==> src/rtl/modexp_pkg.sv <==
`default_nettype none
// ----------------------------------------------------------------------------
// Modular exponentiation package
// Sequencer states and configuration register indexes shared by the block.
// ----------------------------------------------------------------------------
package modexp_pkg;

	typedef enum logic [2:0] {
		ST_IDLE,
		ST_REDUCE,
		ST_MUL,
		ST_SQR,
		ST_DONE
	} state_t;

	localparam logic [0:0] REG_MODULUS  = 1'b0;
	localparam logic [0:0] REG_EXPONENT = 1'b1;

	typedef struct packed {
		logic start;
		logic busy;
		logic done;
	} mm_ctrl_t;

endpackage
`default_nettype wire

==> src/rtl/modexp_mulmod.sv <==
`default_nettype none
// ----------------------------------------------------------------------------
// Modular multiplier
// Interleaved shift-and-add multiply, one multiplier bit per cycle, MSB first.
// ----------------------------------------------------------------------------
module modexp_mulmod #(
	parameter int W = 16
) (
	input  wire logic                     clk,
	input  wire logic                     arst_n,
	input  wire logic                     start,
	input  wire logic [W-1:0]             a,
	input  wire logic [W-1:0]             b,
	input  wire logic [W-1:0]             m,
	output modexp_pkg::mm_ctrl_t          ctrl,
	output logic      [W-1:0]             p
);
	localparam int CW = $clog2(W + 1);

	logic [W-1:0]  acc_q, a_q, b_q;
	logic [CW-1:0] cnt_q;
	logic          busy_q, done_q;
	logic [W-1:0]  dbl, sum;

	// add_mod(x, y): compare x against m - y so nothing overflows.
	function automatic logic [W-1:0] add_mod(input logic [W-1:0] x, input logic [W-1:0] y,
		input logic [W-1:0] mm);
		logic [W-1:0] room;
		room = mm - y;
		return (x >= room) ? (x - room) : (x + y);
	endfunction

	always_comb begin
		dbl = add_mod(acc_q, acc_q, m);
		sum = b_q[W-1] ? add_mod(dbl, a_q, m) : dbl;
	end

	always_ff @(posedge clk or negedge arst_n) begin
		if (!arst_n) begin
			busy_q <= 1'b0;
			done_q <= 1'b0;
			cnt_q  <= '0;
		end else begin
			done_q <= 1'b0;
			if (start) begin
				busy_q <= 1'b1;
				cnt_q  <= CW'(W);
			end else if (busy_q) begin
				cnt_q <= cnt_q - 1'b1;
				if (cnt_q == CW'(1)) begin
					busy_q <= 1'b0;
					done_q <= 1'b1;
				end
			end
		end
	end

	always_ff @(posedge clk) begin
		if (start) begin
			acc_q <= '0;
			a_q   <= a;
			b_q   <= b;
		end else if (busy_q) begin
			acc_q <= sum;
			b_q   <= {b_q[W-2:0], 1'b0};
		end
	end

	assign ctrl.start = start;
	assign ctrl.busy  = busy_q;
	assign ctrl.done  = done_q;
	assign p = acc_q;
endmodule
`default_nettype wire

==> src/rtl/modexp_reduce.sv <==
`default_nettype none
// ----------------------------------------------------------------------------
// Restoring reducer
// Computes x mod m one quotient bit per cycle.
// ----------------------------------------------------------------------------
module modexp_reduce #(
	parameter int W = 16
) (
	input  wire logic         clk,
	input  wire logic         arst_n,
	input  wire logic         start,
	input  wire logic [W-1:0] x,
	input  wire logic [W-1:0] m,
	output logic              done,
	output logic [W-1:0]      r
);
	localparam int CW = $clog2(W + 1);

	logic [W:0]    rem_q;
	logic [W-1:0]  x_q;
	logic [CW-1:0] cnt_q;
	logic          busy_q, done_q;
	logic [W:0]    sh;

	assign sh = {rem_q[W-1:0], x_q[W-1]};

	always_ff @(posedge clk or negedge arst_n) begin
		if (!arst_n) begin
			busy_q <= 1'b0;
			done_q <= 1'b0;
			cnt_q  <= '0;
		end else begin
			done_q <= 1'b0;
			if (start) begin
				busy_q <= 1'b1;
				cnt_q  <= CW'(W);
			end else if (busy_q) begin
				cnt_q <= cnt_q - 1'b1;
				if (cnt_q == CW'(1)) begin
					busy_q <= 1'b0;
					done_q <= 1'b1;
				end
			end
		end
	end

	always_ff @(posedge clk) begin
		if (start) begin
			rem_q <= '0;
			x_q   <= x;
		end else if (busy_q) begin
			rem_q <= (sh >= {1'b0, m}) ? (sh - {1'b0, m}) : sh;
			x_q   <= {x_q[W-2:0], 1'b0};
		end
	end

	assign done = done_q;
	assign r = rem_q[W-1:0];
endmodule
`default_nettype wire

==> src/rtl/modular_exponentiation.sv <==
`default_nettype none
// ----------------------------------------------------------------------------
// Modular exponentiation
// Right-to-left square-and-multiply over a bit-serial modular multiplier.
// ----------------------------------------------------------------------------
// Usage: write modulus (index 0) and exponent (index 1) on the cfg channel
// while the block is idle; cfg_ready is always high. Pulse start with
// base_value while busy is low. The base is first reduced modulo the
// modulus. Then for every exponent bit, LSB first, a multiply (only if the
// bit is set) and a squaring run in the shared shift-and-add multiplier.
// A start while busy is high is ignored, so one item finishes before the
// next is taken. A modulus below two gives 0 after the reduction.
// done pulses for one cycle with power_result; the receiver cannot stall.
// Reset sets modulus to 2 and exponent to 1 and returns the block to idle.
// ----------------------------------------------------------------------------
module modular_exponentiation #(
	parameter int OPERAND_BITS = 16
) (
	input  wire logic                    clk,
	input  wire logic                    arst_n,
	input  wire logic                    start,
	output logic                         busy,
	input  wire logic [15:0]             base_value,
	output logic                         done,
	output logic [15:0]                  power_result,
	input  wire logic                    cfg_valid,
	output logic                         cfg_ready,
	input  wire logic                    cfg_index,
	input  wire logic [15:0]             cfg_data
);
	localparam int W  = OPERAND_BITS;
	localparam int BW = $clog2(W);

	modexp_pkg::state_t  state_q, state_d;
	modexp_pkg::mm_ctrl_t mm_ctrl;
	logic [W-1:0]  mod_q, exp_q, acc_q, sq_q, e_q;
	logic [BW-1:0] bit_q;
	logic          red_start, red_done, mm_start, small_mod, last_bit;
	logic [W-1:0]  red_r, mm_p, mm_a, mm_b;
	logic [15:0]   res_q;
	logic          done_q, go_q;

	assign cfg_ready = 1'b1;
	assign small_mod = (mod_q < W'(2));
	assign last_bit  = (bit_q == BW'(W - 1));

	always_ff @(posedge clk or negedge arst_n) begin
		if (!arst_n) begin
			mod_q <= W'(2);
			exp_q <= W'(1);
		end else if (cfg_valid && cfg_ready) begin
			unique case (cfg_index)
				modexp_pkg::REG_MODULUS:  mod_q <= W'(cfg_data);
				modexp_pkg::REG_EXPONENT: exp_q <= W'(cfg_data);
				default: ;
			endcase
		end
	end

	modexp_reduce #(.W(W)) u_red (
		.clk(clk), .arst_n(arst_n), .start(red_start), .x(W'(base_value)),
		.m(mod_q), .done(red_done), .r(red_r)
	);

	assign mm_a = (state_q == modexp_pkg::ST_MUL) ? acc_q : sq_q;
	assign mm_b = sq_q;

	modexp_mulmod #(.W(W)) u_mm (
		.clk(clk), .arst_n(arst_n), .start(mm_start), .a(mm_a), .b(mm_b),
		.m(mod_q), .ctrl(mm_ctrl), .p(mm_p)
	);

	always_comb begin
		state_d = state_q;
		unique case (state_q)
			modexp_pkg::ST_IDLE:   if (start) state_d = modexp_pkg::ST_REDUCE;
			modexp_pkg::ST_REDUCE: begin
				if (red_done) begin
					if (small_mod) state_d = modexp_pkg::ST_DONE;
					else if (exp_q[0]) state_d = modexp_pkg::ST_MUL;
					else state_d = modexp_pkg::ST_SQR;
				end
			end
			modexp_pkg::ST_MUL:    if (mm_ctrl.done) state_d = modexp_pkg::ST_SQR;
			modexp_pkg::ST_SQR: begin
				if (mm_ctrl.done) begin
					if (last_bit) state_d = modexp_pkg::ST_DONE;
					else if (e_q[1]) state_d = modexp_pkg::ST_MUL;
					else state_d = modexp_pkg::ST_SQR;
				end
			end
			modexp_pkg::ST_DONE:   state_d = modexp_pkg::ST_IDLE;
			default:               state_d = modexp_pkg::ST_IDLE;
		endcase
	end

	always_comb begin
		red_start = (state_q == modexp_pkg::ST_IDLE) && start;
		mm_start  = go_q;
		busy      = (state_q != modexp_pkg::ST_IDLE);
	end

	always_ff @(posedge clk or negedge arst_n) begin
		if (!arst_n) begin
			state_q <= modexp_pkg::ST_IDLE;
			done_q  <= 1'b0;
			go_q    <= 1'b0;
		end else begin
			state_q <= state_d;
			done_q  <= (state_q == modexp_pkg::ST_DONE);
			// A multiplier pass starts as each step is entered.
			go_q <= (state_d == modexp_pkg::ST_MUL || state_d == modexp_pkg::ST_SQR)
				&& (state_d != state_q || mm_ctrl.done);
		end
	end

	always_ff @(posedge clk) begin
		if (red_start) begin
			acc_q <= W'(1);
			e_q   <= exp_q;
			bit_q <= '0;
		end
		if (state_q == modexp_pkg::ST_REDUCE && red_done) sq_q <= red_r;
		if (state_q == modexp_pkg::ST_MUL && mm_ctrl.done) acc_q <= mm_p;
		if (state_q == modexp_pkg::ST_SQR && mm_ctrl.done) begin
			sq_q  <= mm_p;
			e_q   <= e_q >> 1;
			bit_q <= bit_q + 1'b1;
		end
		if (state_q == modexp_pkg::ST_DONE)
			res_q <= small_mod ? 16'd0 : 16'(acc_q);
	end

	assign done = done_q;
	assign power_result = res_q;

`ifndef SYNTHESIS
	a_done_after_finish: assert property (@(posedge clk) disable iff (!arst_n)
		(state_q == modexp_pkg::ST_DONE) |=> done)
		else $error("done did not follow the finish step");
	a_mm_not_restarted: assert property (@(posedge clk) disable iff (!arst_n)
		mm_ctrl.busy |-> !mm_start)
		else $error("multiplier restarted while busy");
	a_idle_no_pass: assert property (@(posedge clk) disable iff (!arst_n)
		(state_q == modexp_pkg::ST_IDLE) |-> !mm_ctrl.busy)
		else $error("multiplier busy while idle");
`endif
endmodule
`default_nettype wire
==> config.mk <==
export PLATFORM = sky130hd
export DESIGN_NAME = modular_exponentiation
export DESIGN_NICKNAME = d
export VERILOG_FILES = /design/src/rtl/modexp_pkg.sv /design/src/rtl/modexp_mulmod.sv /design/src/rtl/modexp_reduce.sv /design/src/rtl/modular_exponentiation.sv
export SDC_FILE = /design/constraint.sdc
export NUM_CORES = 1
export LEC_CHECK = 0
export ABC_CLOCK_PERIOD_IN_PS = 9300
export BUFFER_PORTS_ARGS = -buffer_cell sky130_fd_sc_hd__buf_2
export CORE_ASPECT_RATIO = 1.75
export CORE_UTILIZATION = 28
export CTS_CLUSTER_SIZE = 10
export DETAILED_ROUTE_END_ITERATION = 10
export SETUP_SLACK_MARGIN = 0.15
export SYNTH_ARGS = -nofsm -noshare
export SYNTH_HDL_FRONTEND = slang
export SYNTH_SLANG_ARGS = --single-unit
==> constraint.sdc <==
create_clock -name clk -period 9.3 [get_ports clk]
set_input_delay 1.395 -clock clk [delete_from_list [all_inputs] [get_ports clk]]
set_output_delay 1.395 -clock clk [all_outputs]
set_load 0.005 [all_outputs]
Yosys cells after proc, flatten, opt, wreduce, memory -nomap -nowiden
Index checks and enable logic that the tools add are counted.

operators by class
  add/sub/neg operators = 10
  magnitude comparators = 4
  equal/unequal tests = 10
  multiplexer cells = 42
  bitwise operators = 1
  reductions and logical operators = 16

operator list
  cell                                                  count
  two-way mux 16 bit                                    13
  subtractor 16 bit                                     5
  adder 16 bit                                          2
  greater-or-equal comparator 16 bit                    2
  two-way mux 15 bit                                    2
  two-way mux 5 bit                                     4
  two-way mux 3 bit                                     6
  greater-or-equal comparator 17 x 16 -> 1 bit          1
  < comparator 16 x 2 -> 1 bit (second input constant)  1
  two-way mux 1 bit                                     14
  == test 3 x 2 -> 1 bit (second input constant)        4
  case mux 3 bit (4 select lines)                       1
  == test 5 x 1 -> 1 bit (second input constant)        2
  nonzero test 2 bit                                    5
  subtractor 5 x 1 -> 5 bit (second input constant)     2
  two-way mux 4 bit                                     2
  logical AND 1 bit                                     5
  adder 4 x 1 -> 4 bit (second input constant)          1
  == test 4 bit (second input constant)                 1
  AND reduction 2 bit                                   2
  == test 3 x 1 -> 1 bit (second input constant)        1
  == test 3 bit (second input constant)                 1
  logical NOT 3 bit                                     1
  inequality test 3 bit                                 1
  3 further kinds                                       4

storage, ports and cells
  register bits after elaboration = 199
  word-level logic and storage cells = 105

Depth between registers and ports, before layout
  depth in word-level cells = 7
  depth in mapped cells = 38
  mapped depth without buffers = 36

By module
Synthesis repeated with hierarchy kept, for this count alone.

second synthesis, totals
  cell total of the unflattened synthesis = 1327
  area total of the unflattened synthesis = 13648.1 µm²

modules (own cells, without submodules)
  module                  instances  cells an instance  area an instance (µm²)
  modexp_mulmod           1          755                6396.1
  modular_exponentiation  1          278                4470.5
  modexp_reduce           1          294                2781.4

Worst setup path before layout
Ideal clock, no wire load.

  kind = register -> register
  start = register mod_q[0]
  end = register u_mm.acc_q[1], in the netlist u_mm.p[1]
  data arrival time = 6516 ps
  data required time = 9169 ps
  setup slack = 2652 ps
  cell stages (with the launch flop) = 37
  clock period less this slack = 6648 ps
  cell sequence = dfrtp_1 inv_1 ha_1 inv_1 fa_1 a21o_1 a21oi_1 o21ai_0 a21oi_1 o21ai_0 a21oi_1 o21bai_1 a21oi_1 o21ai_0 a21o_1 a21oi_1 xor2_1 ha_1 nand4_1 nor2_1 and2_1 nor3_2 clkbuf_1 o21ai_0 ha_1 a21o_1 a21o_1 a21o_1 a21o_1 a21oi_1 o221ai_1 a21oi_2 buf_2 mux2i_1 nand2_1 o211ai_1 o31ai_1

between the ends
  word-level cells in the longest chain between the ends = 6
  elaborated cells between the ends (all ways) = 10
  classes of those cells = add/sub (5); order compare (2); mux (3)

RTL lines
  element                                                                         RTL line                      text
  start: declaration                                                              modular_exponentiation.sv:36  logic [W-1:0] mod_q, exp_q, acc_q, sq_q, e_q;
  start signal: assignment                                                        modular_exponentiation.sv:53  modexp_pkg::REG_MODULUS: mod_q <= W'(cfg_data);
  subtractor 16 bit                                                               modexp_mulmod.sv:29           room = mm - y;
  subtractor 16 bit / greater-or-equal comparator 16 bit (equally long branches)  modexp_mulmod.sv:30           return (x >= room) ? (x - room) : (x + y);
  two-way mux 16 bit                                                              modexp_mulmod.sv:30
  adder 16 bit (tied with other cells)                                            modexp_mulmod.sv:30
  two-way mux 16 bit                                                              modexp_mulmod.sv:30
  two-way mux 16 bit *                                                            modexp_mulmod.sv:35           sum = b_q[W-1] ? add_mod(dbl, a_q, m) : dbl;
  end signal: assignment                                                          modexp_mulmod.sv:64           acc_q <= sum;
  end: declaration                                                                modexp_mulmod.sv:20           logic [W-1:0] acc_q, a_q, b_q;

Every way passes the cells marked *; elsewhere a longest branch is shown, timed or not.
A chain may end at the register's enable or synchronous reset.

Worst setup path in the final report
  start = register mod_q[0]
  end = register u_mm.acc_q[12], in the netlist u_mm.p[12]

The elaborated chain is that of the path after synthesis.

==> results.sh <==
export IMPL_status="finished clean"
export IMPL_initial_core_util_pct=28.5
export IMPL_final_hold_viol_count=0
export IMPL_fin_ws_ns=0.975
export IMPL_portBuffers=54
export IMPL_critPathMaxStageDelay_ns=0.71
export IMPL_crit_path_start="mod_q[0]"
export IMPL_via_per_inst=5.15
export IMPL_grt_pass1_vias=10200
export IMPL_syn_nets=1447
export IMPL_grt_usage_pct=16.2
export IMPL_avgSynthCellArea_um2=9.68
export IMPL_cp_end_kind="flop"
export IMPL_drc=0
export IMPL_drt_pass1_iterations=5
export IMPL_gp_congestion=0.999
export IMPL_tightest_slew_ns=1.07
export IMPL_wl_mm=36.9
export IMPL_hp_start="e_q[15]"
export IMPL_synthArstFlopShare_pct=25.8
export IMPL_die_x_um=163
export IMPL_dieArea_um2=46300
export IMPL_core_area_um2=44500
export IMPL_post_cts_buffers=0
export IMPL_fin_skew_ns=0.0152
export IMPL_numClockSinks=198
export IMPL_yosys_cell_types_count=78
export IMPL_period_needed_ns=8.33
export IMPL_min_period_over_period_pct=89.5
export IMPL_netlist_area_leader_share_pct=26.9
export IMPL_diodes=0
export IMPL_postCtsResizedCells=0
export IMPL_grt_util_met2_pct=30.5
export IMPL_layout_common_cells="146 x nand2_1, 114 x edfxtp_1, 103 x o21ai_0"
export IMPL_path_clk_slew_ns=0.08
export IMPL_maxCapViolCount=0
export IMPL_grt_overflow=0
export IMPL_r2r_start="mod_q[0]"
export IMPL_max_freq_mhz=120
export IMPL_clock_latency_ns=0.47
export IMPL_use_met1_pct=15.7
export IMPL_clock_root_buffer="clkbuf_16"
export IMPL_hold_class="reg2reg"
export IMPL_drv_slew=0
export IMPL_arrival_ns=8.67
export IMPL_syn_area_um2=12700
export IMPL_fin_setup_tns_ns=0
export IMPL_yosysTopAreaCell="edfxtp_1"
export IMPL_die_height_um=284
export IMPL_worst_setup_path_start_kind="flop"
export IMPL_ys_flop_type="edfxtp_1"
export IMPL_hold_buffers=0
export IMPL_dpl_hpwl_mm=29.1
export IMPL_cts_tree="done"
export IMPL_max_slew_margin_pct=27.7
export IMPL_crit_type="reg2reg"
export IMPL_holdWs_ns=0.479
export IMPL_grt_start_max_net_pins=52
export IMPL_fp_row_count=102
export IMPL_postSynthCellCount=1312
export IMPL_wl_per_cell_um=19.0
export IMPL_synth_area_leaders="edfxtp_1 27%, dfrtp_1 9.7%, ha_1 9.3%"
export IMPL_critical_path_max_fanout=15
export IMPL_finalSetupViolCount=0
export IMPL_drtIter0Drc=511
export IMPL_nNetsFinal=1495
export IMPL_synth_seq_area_share_pct=42.2
export IMPL_synth_seq_cells=198
export IMPL_syn_to_final_growth_pct=12.0
export IMPL_worstPathRequired_ns=9.64
export IMPL_numCtsBuffers=17
export IMPL_cts_max_level=4
export IMPL_grt_pass1_wl_mm=56.8
export IMPL_drive_gt1_share_pct=14.7
export IMPL_layout_commonest_cell="nand2_1"
export IMPL_busiest_layer="met2"
export IMPL_synth_warnings=0
export IMPL_critPathSlowestCell="a21oi_2"
export IMPL_num_io_pins=56
export IMPL_synth_edf_count=114
export IMPL_clock_path_buffers=2
export IMPL_antenna_found_initial=0
export IMPL_drtAntennaViolNets=0
export IMPL_rsz0062_at_grt="no"
export IMPL_pre_cts_ws_ns=1.11
export IMPL_vias=10000
export IMPL_use_met3_pct=1.81
[layer usage]
metal  vias up  wire length, um  part of all wire (%)
met5         -                0                     0
met1      4896            13000                    35
met3       100              888                   2.4
met4         0             2840                   7.7
met2       206            20100                    55
li1       4811                -                     -
[path summary, 6_finish.rpt]
| kind | depth (start not counted) | slack [ns] | to |
|---|---|---|---|
| max in group asynchronous | 2 | 7.69 | go_q |
| min in group asynchronous | 2 | 1.06 | u_mm.cnt_q[2] |
| setup / recovery | 35 | 0.97 | u_mm.p[12] |
| hold reg to reg | 2 | 0.48 | e_q[15] |
| hold / removal | 2 | 0.48 | e_q[15] |
| setup reg to reg | 35 | 0.97 | u_mm.p[12] |
[worst max-delay path, delay by kind of cell, from the launching register on]
family / cells / cell delay, ns
xor+xnor: 1 / 0.18
simple gates: 5 / 1.46
fa+ha+maj: 4 / 1.13
flops: 1 / 0.41
compound gates: 22 / 4.54
buf+inv: 3 / 0.49
[registers in the layout, summed over array words and instances (netlist names)]
name / cells
u_mm.cnt_q: 5
e_q: 15
u_red.rem_q: 16
u_mm.a_q: 16
u_red.busy_q: 1
acc_q: 16
exp_q: 16
u_mm.busy_q: 1
power_result: 16
u_red.cnt_q: 5
bit_q: 4
u_red.x_q: 16
u_mm.p: 16
u_mm.b_q: 16
mod_q: 16
mm_b: 16
done: 1
go_q: 1
u_mm.done_q: 1
state_q: 3
u_red.done: 1
[per-stage QoR]
stage	cells	utilization (%)	instance area, um^2
after floorplan	1312	-	12700
after global placement	1913	30.7	13700
after detailed placement	1913	30.7	13700
after CTS	1945	32.0	14200
after global routing	1945	32.0	14200
final	1945	32.0	14200
[logic make-up (layout without fill, tap and decap cells)]
group,Yosys count,count (layout),share of synthesized area (%)
and+or+nand+nor,380,380,14.3
AOI/OAI and AO/OA,339,339,16.8
DFF,198,198,42.2
buffers and inverters,136,197,4.11
adders and majority gates,99,99,9.97
xor gates and xnor gates,80,80,5.63
muxes,79,79,6.96
other,1,1,0.0295
[synth_stat cells (9+ instances only)]
cell type,instances
dfrtp_1,49
xor2_1,27
xnor2_1,51
dfxtp_1,33
o21a_1,14
and2_1,24
mux2_2,65
a31oi_1,9
a21o_1,31
nand4_1,18
nand2_1,146
edfxtp_1,114
o22ai_1,10
a211oi_1,11
ha_1,94
a21oi_1,94
and3_1,13
nand3_1,22
inv_1,95
nand2b_1,15
nor2_1,81
o21ai_0,103
nor3_1,17
clkbuf_1,31
mux2i_1,13
[cell type report]
class                      instances  area [um^2]
clock buffer                      18          439
clock inverter                    14          131
fill                            4547        30300
inverter                          95          357
multi-input combinational        978         6840
sequential                       198         5360
tap                              572          716
timing repair buffer              70          390
Power is left out: the tool's default activity adds up to more than one toggle a clock period on the data nets, which glitch-free logic cannot reach.
